--- config.mk ---
export PLATFORM = sky130hd
export DESIGN_NAME = wav_stream_to_stereo_frames
export DESIGN_NICKNAME = d
export VERILOG_FILES = /design/src/sv/wsf_pkg.sv /design/src/sv/wsf_parser.sv /design/src/sv/wsf_queue.sv /design/src/sv/wsf_output.sv /design/src/sv/wav_stream_to_stereo_frames.sv
export SDC_FILE = /design/constraint.sdc
export NUM_CORES = 2
export LEC_CHECK = 0
export BUFFER_PORTS_ARGS = -buffer_cell sky130_fd_sc_hd__clkbuf_2
export CELL_PAD_IN_SITES_DETAIL_PLACEMENT = 1
export CELL_PAD_IN_SITES_GLOBAL_PLACEMENT = 1
export CORE_UTILIZATION = 47
export CTS_BUF_LIST = sky130_fd_sc_hd__clkbuf_8
export CTS_CLUSTER_SIZE = 40
export DETAILED_ROUTE_END_ITERATION = 12
export PLACE_DENSITY = 0.82
export SYNTH_ARGS = -nofsm -noshare
export SYNTH_HDL_FRONTEND = slang
export SYNTH_SLANG_ARGS = --single-unit
--- constraint.sdc ---
create_clock -name clock -period 19.1 [get_ports clock]
set_input_delay 3.82 -clock clock [delete_from_list [all_inputs] [get_ports clock]]
set_output_delay 3.82 -clock clock [all_outputs]
set_load 0.01 [all_outputs]
--- src/sv/wsf_pkg.sv ---
// ---------------------------------------------------------------------------
// WAV stream package
// Shared types, constants and helpers of the WAV byte stream to stereo
// frame converter.
// ---------------------------------------------------------------------------
package wsf_pkg;

   // Depth of the result queue between the parser and the output stage.
   localparam int QueueDepthDefault = 4;

   // Result kinds.
   localparam logic [1:0] KIND_HEADER = 2'd0;
   localparam logic [1:0] KIND_FRAME  = 2'd1;
   localparam logic [1:0] KIND_ERROR  = 2'd2;
   localparam logic [1:0] KIND_END    = 2'd3;

   // Error codes.
   localparam logic [1:0] ERR_NONE        = 2'd0;
   localparam logic [1:0] ERR_TRUNCATED   = 2'd1;
   localparam logic [1:0] ERR_STRUCTURE   = 2'd2;
   localparam logic [1:0] ERR_UNSUPPORTED = 2'd3;

   // Chunk tags as little-endian words.
   localparam logic [31:0] TAG_RIFF = 32'h4646_4952;
   localparam logic [31:0] TAG_WAVE = 32'h4556_4157;
   localparam logic [31:0] TAG_FMT  = 32'h2074_6D66;
   localparam logic [31:0] TAG_DATA = 32'h6174_6164;

   localparam logic [15:0] PCM_CODE   = 16'd1;
   localparam logic [15:0] PCM_BITS   = 16'd16;
   localparam logic [15:0] MAX_CH     = 16'd2;
   localparam logic [4:0]  FMT_BYTES  = 5'd16;

   // Width of the packed response data, rounded up to whole bytes.
   localparam int RspDataWidth = 72;

   // One result item.
   typedef struct packed {
      logic [1:0]  kind;
      logic [15:0] left_sample;
      logic [15:0] right_sample;
      logic [1:0]  channel_count;
      logic [31:0] rate_hz;
      logic [1:0]  error_code;
   } result_type;

   // Builds a result item.
   function automatic result_type make_result(input logic [1:0] kind,
                                              input logic [15:0] left,
                                              input logic [15:0] right,
                                              input logic [1:0] chans,
                                              input logic [31:0] rate,
                                              input logic [1:0] err);
      result_type r;
      r.kind          = kind;
      r.left_sample   = left;
      r.right_sample  = right;
      r.channel_count = chans;
      r.rate_hz       = rate;
      r.error_code    = err;
      return r;
   endfunction

endpackage

--- src/sv/wsf_parser.sv ---
// ---------------------------------------------------------------------------
// WAV stream parser
// Takes file bytes, walks the RIFF chunks and pushes header, frame, error
// and end results into the result queue.
// ---------------------------------------------------------------------------
module wsf_parser (
   input  logic                clock,
   input  logic                reset,
   input  logic                csr_wen,
   input  logic [15:0]         csr_wdata,
   input  logic                req_tvalid,
   output logic                req_tready,
   input  logic [7:0]          req_byte,
   input  logic                req_first,
   input  logic                req_eof,
   input  logic                queue_room,
   output logic                push_valid,
   output wsf_pkg::result_type push_data
);

   typedef enum logic [7:0] {
      PH_PRE  = 8'b0000_0001,
      PH_HDR  = 8'b0000_0010,
      PH_FMT  = 8'b0000_0100,
      PH_SKIP = 8'b0000_1000,
      PH_DATA = 8'b0001_0000,
      PH_DONE = 8'b0010_0000,
      PH_LIM  = 8'b0100_0000
   } phase_type;

   phase_type   phase_ff, phase_in;
   logic [3:0]  cnt_ff, cnt_in;
   logic [31:0] tag_ff, tag_in;
   logic [31:0] len_ff, len_in;
   logic [32:0] skip_ff, skip_in;
   logic [15:0] fcode_ff, fcode_in;
   logic [15:0] fch_ff, fch_in;
   logic [31:0] frate_ff, frate_in;
   logic [15:0] fbits_ff, fbits_in;
   logic        seen_ff, seen_in;
   logic [31:0] dleft_ff, dleft_in;
   logic [31:0] fbytes_ff, fbytes_in;
   logic [1:0]  fidx_ff, fidx_in;
   logic        pend_ff, pend_in;
   logic        eofp_ff, eofp_in;
   logic [15:0] dur_ff, dur_in;
   logic [47:0] prod_ff, prod_in;
   logic        accept;

   assign req_tready = queue_room && !pend_ff && (phase_ff != PH_LIM);
   assign accept     = req_tvalid && req_tready;
   assign dur_in     = csr_wen ? csr_wdata : dur_ff;
   // The limit product is registered every cycle and used in the limit step.
   assign prod_in    = {32'd0, dur_ff} * {16'd0, frate_ff};

   // Next-state logic of the chunk walker.
   always_comb begin
      logic [3:0]  i;
      logic [4:0]  need;
      logic [2:0]  k;
      logic [2:0]  bpf;
      logic [31:0] frames;
      logic [31:0] dbl;
      phase_in   = phase_ff;
      cnt_in     = cnt_ff;
      tag_in     = tag_ff;
      len_in     = len_ff;
      skip_in    = skip_ff;
      fcode_in   = fcode_ff;
      fch_in     = fch_ff;
      frate_in   = frate_ff;
      fbits_in   = fbits_ff;
      seen_in    = seen_ff;
      dleft_in   = dleft_ff;
      fbytes_in  = fbytes_ff;
      fidx_in    = fidx_ff;
      pend_in    = 1'b0;
      eofp_in    = eofp_ff;
      push_valid = 1'b0;
      push_data  = wsf_pkg::make_result(wsf_pkg::KIND_END, '0, '0, '0, '0,
                                        wsf_pkg::ERR_NONE);
      bpf        = (fch_ff == wsf_pkg::MAX_CH) ? 3'd4 : 3'd2;
      frames     = '0;
      dbl        = '0;
      need       = '0;
      k          = '0;
      i          = '0;
      if (pend_ff) begin
         // Second result of the previous request: end of playback.
         push_valid = 1'b1;
      end else if (phase_ff == PH_LIM) begin
         // Frame count from the data length, clipped by the duration limit.
         frames = (bpf == 3'd4) ? (len_ff >> 2) : (len_ff >> 1);
         if (dur_ff != '0 && prod_ff < {16'd0, frames}) begin
            frames = prod_ff[31:0];
         end
         dbl = (bpf == 3'd4) ? (frames << 2) : (frames << 1);
         dleft_in  = dbl;
         fbytes_in = '0;
         fidx_in   = '0;
         if (dbl == '0 || eofp_ff) begin
            phase_in   = PH_DONE;
            push_valid = 1'b1;
         end else begin
            phase_in = PH_DATA;
         end
      end else if (accept) begin
         if (req_first) begin
            phase_in  = PH_PRE;
            cnt_in    = '0;
            tag_in    = '0;
            len_in    = '0;
            skip_in   = '0;
            fcode_in  = '0;
            fch_in    = '0;
            frate_in  = '0;
            fbits_in  = '0;
            seen_in   = 1'b0;
            dleft_in  = '0;
            fbytes_in = '0;
            fidx_in   = '0;
         end
         i    = cnt_in;
         bpf  = (fch_in == wsf_pkg::MAX_CH) ? 3'd4 : 3'd2;
         need = (len_in < 32'd16) ? len_in[4:0] : wsf_pkg::FMT_BYTES;
         unique case (phase_in)
            PH_PRE: begin
               if (i < 4'd4) begin
                  tag_in[8*i[1:0] +: 8] = tag_in[8*i[1:0] +: 8] | req_byte;
               end else if (i >= 4'd8) begin
                  len_in[8*i[1:0] +: 8] = len_in[8*i[1:0] +: 8] | req_byte;
               end
               cnt_in = i + 4'd1;
               if (i >= 4'd11) begin
                  if (tag_in != wsf_pkg::TAG_RIFF || len_in != wsf_pkg::TAG_WAVE) begin
                     phase_in   = PH_DONE;
                     push_valid = 1'b1;
                     push_data  = wsf_pkg::make_result(wsf_pkg::KIND_ERROR, '0, '0,
                                     '0, '0, wsf_pkg::ERR_STRUCTURE);
                  end else begin
                     tag_in   = '0;
                     len_in   = '0;
                     cnt_in   = '0;
                     phase_in = PH_HDR;
                  end
               end
            end
            PH_HDR: begin
               if (i == 4'd0) begin
                  tag_in = '0;
                  len_in = '0;
               end
               if (i < 4'd4) begin
                  tag_in[8*i[1:0] +: 8] = tag_in[8*i[1:0] +: 8] | req_byte;
               end else begin
                  len_in[8*i[1:0] +: 8] = len_in[8*i[1:0] +: 8] | req_byte;
               end
               cnt_in = i + 4'd1;
               need   = (len_in < 32'd16) ? len_in[4:0] : wsf_pkg::FMT_BYTES;
               if (i >= 4'd7) begin
                  if (tag_in == wsf_pkg::TAG_FMT) begin
                     fcode_in = '0;
                     fch_in   = '0;
                     frate_in = '0;
                     fbits_in = '0;
                     if (len_in == '0) begin
                        phase_in   = PH_DONE;
                        push_valid = 1'b1;
                        push_data  = wsf_pkg::make_result(wsf_pkg::KIND_ERROR, '0,
                                        '0, '0, '0, wsf_pkg::ERR_UNSUPPORTED);
                     end else begin
                        cnt_in   = '0;
                        phase_in = PH_FMT;
                     end
                  end else if (tag_in == wsf_pkg::TAG_DATA) begin
                     push_valid = 1'b1;
                     if (!seen_in) begin
                        phase_in  = PH_DONE;
                        push_data = wsf_pkg::make_result(wsf_pkg::KIND_ERROR, '0,
                                       '0, '0, '0, wsf_pkg::ERR_STRUCTURE);
                     end else if (frate_in == '0 || fbits_in != wsf_pkg::PCM_BITS ||
                                  (fch_in != 16'd1 && fch_in != wsf_pkg::MAX_CH)) begin
                        phase_in  = PH_DONE;
                        push_data = wsf_pkg::make_result(wsf_pkg::KIND_ERROR, '0,
                                       '0, '0, '0, wsf_pkg::ERR_UNSUPPORTED);
                     end else begin
                        phase_in  = PH_LIM;
                        eofp_in   = req_eof;
                        push_data = wsf_pkg::make_result(wsf_pkg::KIND_HEADER, '0,
                                       '0, fch_in[1:0], frate_in, wsf_pkg::ERR_NONE);
                     end
                  end else begin
                     skip_in  = {1'b0, len_in} + {32'd0, len_in[0]};
                     cnt_in   = '0;
                     phase_in = (skip_in == '0) ? PH_HDR : PH_SKIP;
                  end
               end
            end
            PH_FMT: begin
               if (i < 4'd2) begin
                  fcode_in[8*i[0] +: 8] = fcode_in[8*i[0] +: 8] | req_byte;
               end else if (i < 4'd4) begin
                  fch_in[8*i[0] +: 8] = fch_in[8*i[0] +: 8] | req_byte;
               end else if (i < 4'd8) begin
                  frate_in[8*i[1:0] +: 8] = frate_in[8*i[1:0] +: 8] | req_byte;
               end else if (i >= 4'd14) begin
                  fbits_in[8*i[0] +: 8] = fbits_in[8*i[0] +: 8] | req_byte;
               end
               cnt_in = i + 4'd1;
               if ({1'b0, i} + 5'd1 >= need) begin
                  if (fcode_in != wsf_pkg::PCM_CODE) begin
                     phase_in   = PH_DONE;
                     push_valid = 1'b1;
                     push_data  = wsf_pkg::make_result(wsf_pkg::KIND_ERROR, '0, '0,
                                     '0, '0, wsf_pkg::ERR_UNSUPPORTED);
                  end else begin
                     seen_in  = 1'b1;
                     skip_in  = {1'b0, len_in - {27'd0, need}} + {32'd0, len_in[0]};
                     cnt_in   = '0;
                     phase_in = (skip_in == '0) ? PH_HDR : PH_SKIP;
                  end
               end
            end
            PH_SKIP: begin
               if (skip_in != '0) begin
                  skip_in = skip_in - 33'd1;
               end
               if (skip_in == '0) begin
                  cnt_in   = '0;
                  phase_in = PH_HDR;
               end
            end
            PH_DATA: begin
               fbytes_in[8*fidx_in +: 8] = fbytes_in[8*fidx_in +: 8] | req_byte;
               k       = {1'b0, fidx_in} + 3'd1;
               fidx_in = k[1:0];
               if (k >= bpf) begin
                  push_valid = 1'b1;
                  push_data  = wsf_pkg::make_result(wsf_pkg::KIND_FRAME,
                                  fbytes_in[15:0],
                                  (bpf == 3'd4) ? fbytes_in[31:16] : fbytes_in[15:0],
                                  '0, '0, wsf_pkg::ERR_NONE);
                  fbytes_in = '0;
                  fidx_in   = '0;
                  dleft_in  = (dleft_in > {29'd0, bpf}) ? dleft_in - {29'd0, bpf} : '0;
                  if (dleft_in == '0) begin
                     phase_in = PH_DONE;
                     pend_in  = 1'b1;
                  end
               end
            end
            PH_DONE: begin
            end
            default: begin
            end
         endcase
         // End of file before the parse has finished.
         if (req_eof && phase_in != PH_DONE && phase_in != PH_LIM) begin
            if (phase_in == PH_DATA) begin
               phase_in = PH_DONE;
               if (push_valid) begin
                  pend_in = 1'b1;
               end else begin
                  push_valid = 1'b1;
               end
            end else begin
               push_valid = 1'b1;
               if (phase_in == PH_PRE || phase_in == PH_FMT ||
                   (phase_in == PH_HDR && cnt_in != '0)) begin
                  push_data = wsf_pkg::make_result(wsf_pkg::KIND_ERROR, '0, '0,
                                 '0, '0, wsf_pkg::ERR_TRUNCATED);
               end else begin
                  push_data = wsf_pkg::make_result(wsf_pkg::KIND_ERROR, '0, '0,
                                 '0, '0, wsf_pkg::ERR_STRUCTURE);
               end
               phase_in = PH_DONE;
            end
         end
      end
   end

   // Control state.
   always_ff @(posedge clock) begin
      if (reset) begin
         phase_ff <= PH_PRE;
         cnt_ff   <= '0;
         seen_ff  <= 1'b0;
         pend_ff  <= 1'b0;
         eofp_ff  <= 1'b0;
         dur_ff   <= '0;
         tag_ff   <= '0;
         len_ff   <= '0;
         skip_ff  <= '0;
         fcode_ff <= '0;
         fch_ff   <= '0;
         frate_ff <= '0;
         fbits_ff <= '0;
         dleft_ff <= '0;
         fbytes_ff <= '0;
         fidx_ff  <= '0;
      end else begin
         phase_ff <= phase_in;
         cnt_ff   <= cnt_in;
         seen_ff  <= seen_in;
         pend_ff  <= pend_in;
         eofp_ff  <= eofp_in;
         dur_ff   <= dur_in;
         tag_ff   <= tag_in;
         len_ff   <= len_in;
         skip_ff  <= skip_in;
         fcode_ff <= fcode_in;
         fch_ff   <= fch_in;
         frate_ff <= frate_in;
         fbits_ff <= fbits_in;
         dleft_ff <= dleft_in;
         fbytes_ff <= fbytes_in;
         fidx_ff  <= fidx_in;
      end
   end

   // Limit product register.
   always_ff @(posedge clock) begin
      prod_ff <= prod_in;
   end

endmodule

--- src/sv/wsf_queue.sv ---
// ---------------------------------------------------------------------------
// WAV stream result queue
// Small first-in first-out store of results between parser and output.
// ---------------------------------------------------------------------------
module wsf_queue #(
   parameter int Depth = wsf_pkg::QueueDepthDefault
) (
   input  logic                clock,
   input  logic                reset,
   input  logic                push_valid,
   input  wsf_pkg::result_type push_data,
   input  logic                pop,
   output logic                not_empty,
   output wsf_pkg::result_type head,
   output logic                room
);

   localparam int PtrWidth = (Depth > 1) ? $clog2(Depth) : 1;
   localparam int CntWidth = $clog2(Depth + 1);

   wsf_pkg::result_type     store_ff [Depth];
   logic [PtrWidth-1:0]     wr_ff, wr_in;
   logic [PtrWidth-1:0]     rd_ff, rd_in;
   logic [CntWidth-1:0]     count_ff, count_in;

   // Two free entries are needed before the parser may take a request.
   assign room      = (count_ff <= CntWidth'(Depth - 2));
   assign not_empty = (count_ff != '0);
   assign head      = store_ff[rd_ff];

   // Pointer and fill count updates.
   always_comb begin
      wr_in    = wr_ff;
      rd_in    = rd_ff;
      count_in = count_ff;
      if (push_valid) begin
         wr_in = (wr_ff == PtrWidth'(Depth - 1)) ? '0 : wr_ff + 1'b1;
      end
      if (pop) begin
         rd_in = (rd_ff == PtrWidth'(Depth - 1)) ? '0 : rd_ff + 1'b1;
      end
      if (push_valid && !pop) begin
         count_in = count_ff + 1'b1;
      end else if (!push_valid && pop) begin
         count_in = count_ff - 1'b1;
      end
   end

   always_ff @(posedge clock) begin
      if (reset) begin
         wr_ff    <= '0;
         rd_ff    <= '0;
         count_ff <= '0;
      end else begin
         wr_ff    <= wr_in;
         rd_ff    <= rd_in;
         count_ff <= count_in;
      end
   end

   // Entry storage.
   always_ff @(posedge clock) begin
      if (push_valid) begin
         store_ff[wr_ff] <= push_data;
      end
   end

endmodule

--- src/sv/wsf_output.sv ---
// ---------------------------------------------------------------------------
// WAV stream output stage
// Output register that presents one result at a time on the response side.
// ---------------------------------------------------------------------------
module wsf_output (
   input  logic                clock,
   input  logic                reset,
   input  logic                not_empty,
   input  wsf_pkg::result_type head,
   output logic                pop,
   output logic                rsp_tvalid,
   input  logic                rsp_tready,
   output logic [wsf_pkg::RspDataWidth-1:0] rsp_tdata,
   output logic [1:0]          rsp_tuser
);

   logic                valid_ff, valid_in;
   wsf_pkg::result_type res_ff, res_in;

   // Load a new result whenever the register is empty or being taken.
   assign pop      = not_empty && (!valid_ff || rsp_tready);
   assign valid_in = pop || (valid_ff && !rsp_tready);
   assign res_in   = pop ? head : res_ff;

   always_ff @(posedge clock) begin
      if (reset) begin
         valid_ff <= 1'b0;
      end else begin
         valid_ff <= valid_in;
      end
   end

   always_ff @(posedge clock) begin
      res_ff <= res_in;
   end

   assign rsp_tvalid = valid_ff;
   assign rsp_tuser  = res_ff.kind;
   assign rsp_tdata  = {4'd0, res_ff.error_code, res_ff.rate_hz, res_ff.channel_count,
                        res_ff.right_sample, res_ff.left_sample};

endmodule

--- src/sv/wav_stream_to_stereo_frames.sv ---
// ---------------------------------------------------------------------------
// WAV stream to stereo frames
// Parses a WAV file given one byte per request and delivers the header,
// stereo frames, errors and the end of playback as response items.
// ---------------------------------------------------------------------------
// Throughput: one byte per cycle while the result queue has room. A byte
// that causes two results holds the request side while the second one is
// pushed, and the data chunk header holds it for the limit step that uses
// the registered duration product.
// Reset: synchronous; clears the parser to the preamble, empties the queue
// and sets the duration limit to zero.
module wav_stream_to_stereo_frames #(
   parameter int QueueDepth = wsf_pkg::QueueDepthDefault
) (
   input  logic        clock,
   input  logic        reset,
   input  logic        csr_wen,
   input  logic [15:0] csr_wdata,    // duration_limit
   input  logic        req_tvalid,
   output logic        req_tready,
   input  logic [7:0]  req_tdata,    // byte_value
   input  logic        req_tuser,    // first_byte
   input  logic        req_tlast,    // end_of_file
   output logic        rsp_tvalid,
   input  logic        rsp_tready,
   // left_sample[15:0], right_sample[31:16], channel_count[33:32],
   // rate_hz[65:34], error_code[67:66], zero fill
   output logic [wsf_pkg::RspDataWidth-1:0] rsp_tdata,
   output logic [1:0]  rsp_tuser     // kind
);

   logic                push_valid;
   wsf_pkg::result_type push_data;
   logic                room;
   logic                pop;
   logic                not_empty;
   wsf_pkg::result_type head;

   wsf_parser u_parser (
      .clock      (clock),
      .reset      (reset),
      .csr_wen    (csr_wen),
      .csr_wdata  (csr_wdata),
      .req_tvalid (req_tvalid),
      .req_tready (req_tready),
      .req_byte   (req_tdata),
      .req_first  (req_tuser),
      .req_eof    (req_tlast),
      .queue_room (room),
      .push_valid (push_valid),
      .push_data  (push_data)
   );

   wsf_queue #(
      .Depth (QueueDepth)
   ) u_queue (
      .clock      (clock),
      .reset      (reset),
      .push_valid (push_valid),
      .push_data  (push_data),
      .pop        (pop),
      .not_empty  (not_empty),
      .head       (head),
      .room       (room)
   );

   wsf_output u_output (
      .clock      (clock),
      .reset      (reset),
      .not_empty  (not_empty),
      .head       (head),
      .pop        (pop),
      .rsp_tvalid (rsp_tvalid),
      .rsp_tready (rsp_tready),
      .rsp_tdata  (rsp_tdata),
      .rsp_tuser  (rsp_tuser)
   );

endmodule

==> flow_summary.ini <==
[critical_path]
worst_setup_path_end_kind = flop
critical_path_buf_inv_count = 4
crit_arrival_ps = 12150
max_stage_delay_ps = 810
critical_path.cell_chain = buf_6 > inv_4 > nand2_2 > inv_2 > ha_1 > nand4_1 > o22ai_1 > nand3_1 > or2_2 > nor4_1 > mux2_2 > nor4_1 > nand3_1 > a221oi_1 > a41oi_4 > o21ai_4 > and2_4 > o21ai_1 > ha_1 > inv_1 > fa_1 > mux2i_1 > nor2_1
cp_slowest_cell = a221oi_1
criticalPathCategory = in2reg
start_kind = input pin
cp_data_required_time_ps = 19810
path_max_fanout = 57
critPathTopFamily = simple AND/OR/NAND/NOR gates

[final_layout]
area_growth_pct = 8.11
design_area_um2 = 59100
final.fill_count = 13200
nNetsFinal = 6529
regArea_um2 = 17100
layout-drive-gt1-share_pct = 10.8
multiInputGateArea_um2 = 34200

[clocking]
post_cts_buffers = 0
cts_max_level = 3
cts_root_buf = clkbuf_8
ctsHoldBuffers = 0
numCtsBuffers = 113
path_clk_slew_ps = 70
cts.sinks = 680
cts_buffer_depth = 3
cts_tree = yes
clkLatencyLatePin_ps = 910
cts_resized = 0

[placement]
post_dp_cell_area_um2 = 56500
dp_hpwl_um = 161000
place_congestion = 0.986
portBuffers = 102

[global_route]
grt_pass1_vias = 52400
grt_util_all_layers_pct = 39.4
grt_pass1_wl_um = 347000
gr-total-overflow = 0
antenna_found_initial = 18
grt_max_degree = 173

[floorplan]
io_pins = 107
start_util_pct = 47.6
dieWidth_um = 343
core-area_um2 = 115000
die_area_um2 = 118000
die_h_um = 343
rows = 124

[sta]
hold_viol = 0
final_max_slew_viol_count = 0
grt_setup_unrepaired = false
fin_tns_setup_ps = 0
finalSetupViolCount = 0
hold_slack_ps = 487
post-route-min-period_ps = 11440
worst-slew-pin-transition_ps = 1320
min_period_over_period_pct = 59.9
relSlewSlack_pct = 11.3
clock.fmax_ghz = 0.0874
final.setup_skew_ps = 95.3

[synthesis]
synthFlopType = edfxtp_1
synth_cell_type_count = 111
synthCells = 5974
synth_top_cell_area_share_pct = 19.2
async_reset_ff_share_pct = 0
yosys_register_bits = 680
synth_edf_count = 350
syn_area_um2 = 54600
synthTopCellsByCount = 793 x nand2_1, 553 x nor2_1, 455 x inv_1
synth.avg_cell_area_um2 = 9.15
seq_area_frac_synth_pct = 31.3
ys.warnings.count = 0
yosysMostFrequentCell = nand2_1
yosys.area.top_type = edfxtp_1
yosys-top-cells-area = edfxtp_1 19%, fa_1 15%, dfxtp_1 12%, nand2_1 5.4%, ha_1 4.1%

[detailed_routing]
routed_wl_um = 233000
drtIter0Drc = 6103
wl_per_cell_um = 31.0
routed_via_density = 6.79
num_vias = 51000
antenna_left = 0
dr.pass1.iters = 8
drc = 0

[flow_run]
max-cap-violations = 0

[outcome]
outcome = completed

[power]
peakVddDrop_mv = 0.0779
cellPowerDensity_nw_per_um2 = 80.4
power.leakage_nw = 22.8

[hold_path]
hold_class = reg2reg
area by class of cell:
class | instances | area share (%)
Antenna cell | 9 | 0.0381
Tap cell | 1512 | 3.20
Multi-Input combinational cell | 4397 | 57.8
Timing Repair Buffer | 245 | 2.75
Clock buffer | 132 | 3.08
Sequential cell | 680 | 29.0
Clock inverter | 79 | 1.17
Inverter | 460 | 2.93
worst register-to-register path, stage by stage, from the launching register on:
cell,delay [ps]
dfxtp_1,320
nor4_1,350
nand4_1,490
nor2_4,370
nand2_1,580
inv_1,800
fa_1,860
inv_1,370
nor3_1,710
mux2i_1,260
o21ai_0,110
a2111o_1,300
or4_1,530
a21oi_1,270
or4_1,180
a211oi_2,80
a41oi_4,290
o21ai_4,120
a21oi_2,370
o21a_4,170
buf_4,820
sequential cells by signal, summed over array words and instances (netlist names):
register             cells
u_parser.fch_ff         16
u_parser.dleft_ff       32
u_parser.fbits_ff       16
u_parser.skip_ff        33
u_queue.store_ff       280
u_queue.count_ff         3
u_parser.cnt_ff          4
u_output.rsp_tvalid      1
u_parser.prod_ff        48
u_parser.seen_ff         1
u_parser.pend_ff         1
u_parser.tag_ff         32
u_parser.fcode_ff       16
u_parser.fbytes_ff      32
u_output.rsp_tuser       2
u_output.rsp_tdata      68
u_queue.rd_ff            2
u_parser.fidx_ff         2
u_parser.eofp_ff         1
u_parser.len_ff         32
u_parser.dur_ff         16
u_queue.wr_ff            2
u_parser.frate_ff       32
u_parser.phase_ff        8
cells by family after synthesis:
family | Yosys count | synth area share (%)
fa+ha+maj | 601 | 19.5
xor+xnor | 114 | 1.83
buf+inv | 900 | 6.41
other cells | 1 | 0.00686
flops | 680 | 31.3
simple gates | 2185 | 18.8
mux | 211 | 5.96
compound gates | 1282 | 16.1
cell usage in the layout, fill, tap and decap left out, drive strengths merged, types with 61 or more instances in the layout:
master / netlist / final
nand2: 794 / 794
nor2: 555 / 555
inv: 458 / 489
fa: 421 / 421
edfxtp: 350 / 350
dfxtp: 330 / 330
a21oi: 304 / 304
o21ai: 240 / 240
clkbuf: 363 / 233
and2: 181 / 181
ha: 180 / 180
buf: 77 / 144
nor3: 119 / 119
a22oi: 112 / 112
nor4: 90 / 90
nand3: 89 / 89
mux4: 86 / 86
a211oi: 86 / 86
mux2i: 85 / 85
xnor2: 77 / 77
nor2b: 65 / 65
nand4: 64 / 64
a21o: 61 / 61
per-stage QoR:
step                      power (mW)  worst slack (ps)  utilization (%)  instances
after floorplan                 2.68              7700                -       5977
after global placement          3.19              7280             49.2       7294
after detailed placement        3.23              7060             49.2       7294
after CTS                       4.72              7860             51.4       7505
after global routing            4.88              7360             51.4       7506
final                           4.75              7660             51.4       7514
where the power goes:
part	internal [mW]	leakage [nW]	switching (mW)
Combinational	0.453	15.7	0.967
Sequential	1.72	5.74	0.133
Clock	0.765	1.38	0.712
final timing paths:
| kind | from | end | slack, ps | cells past startpoint |
|---|---|---|---|---|
| max | req_tuser | u_queue.count_ff[1] | 7660 | 23 |
| min | u_parser.tag_ff[4] | u_parser.tag_ff[4] | 490 | 2 |
| max reg2reg | u_parser.fch_ff[15] | u_queue.store_ff[0][45] | 10270 | 20 |
| min reg2reg | u_parser.tag_ff[4] | u_parser.tag_ff[4] | 490 | 2 |
per-layer routing:
layer	vias up	track usage (%)	wire, um	part of all wire (%)
li1	21000	-	-	-
met1	26100	51.7	92100	40
met2	3118	62.0	106000	46
met3	803	7.51	21400	9.2
met4	16	20.4	13200	5.7
met5	-	0	99	0.043
No activity file was read; power rests on OpenSTA's default activity.
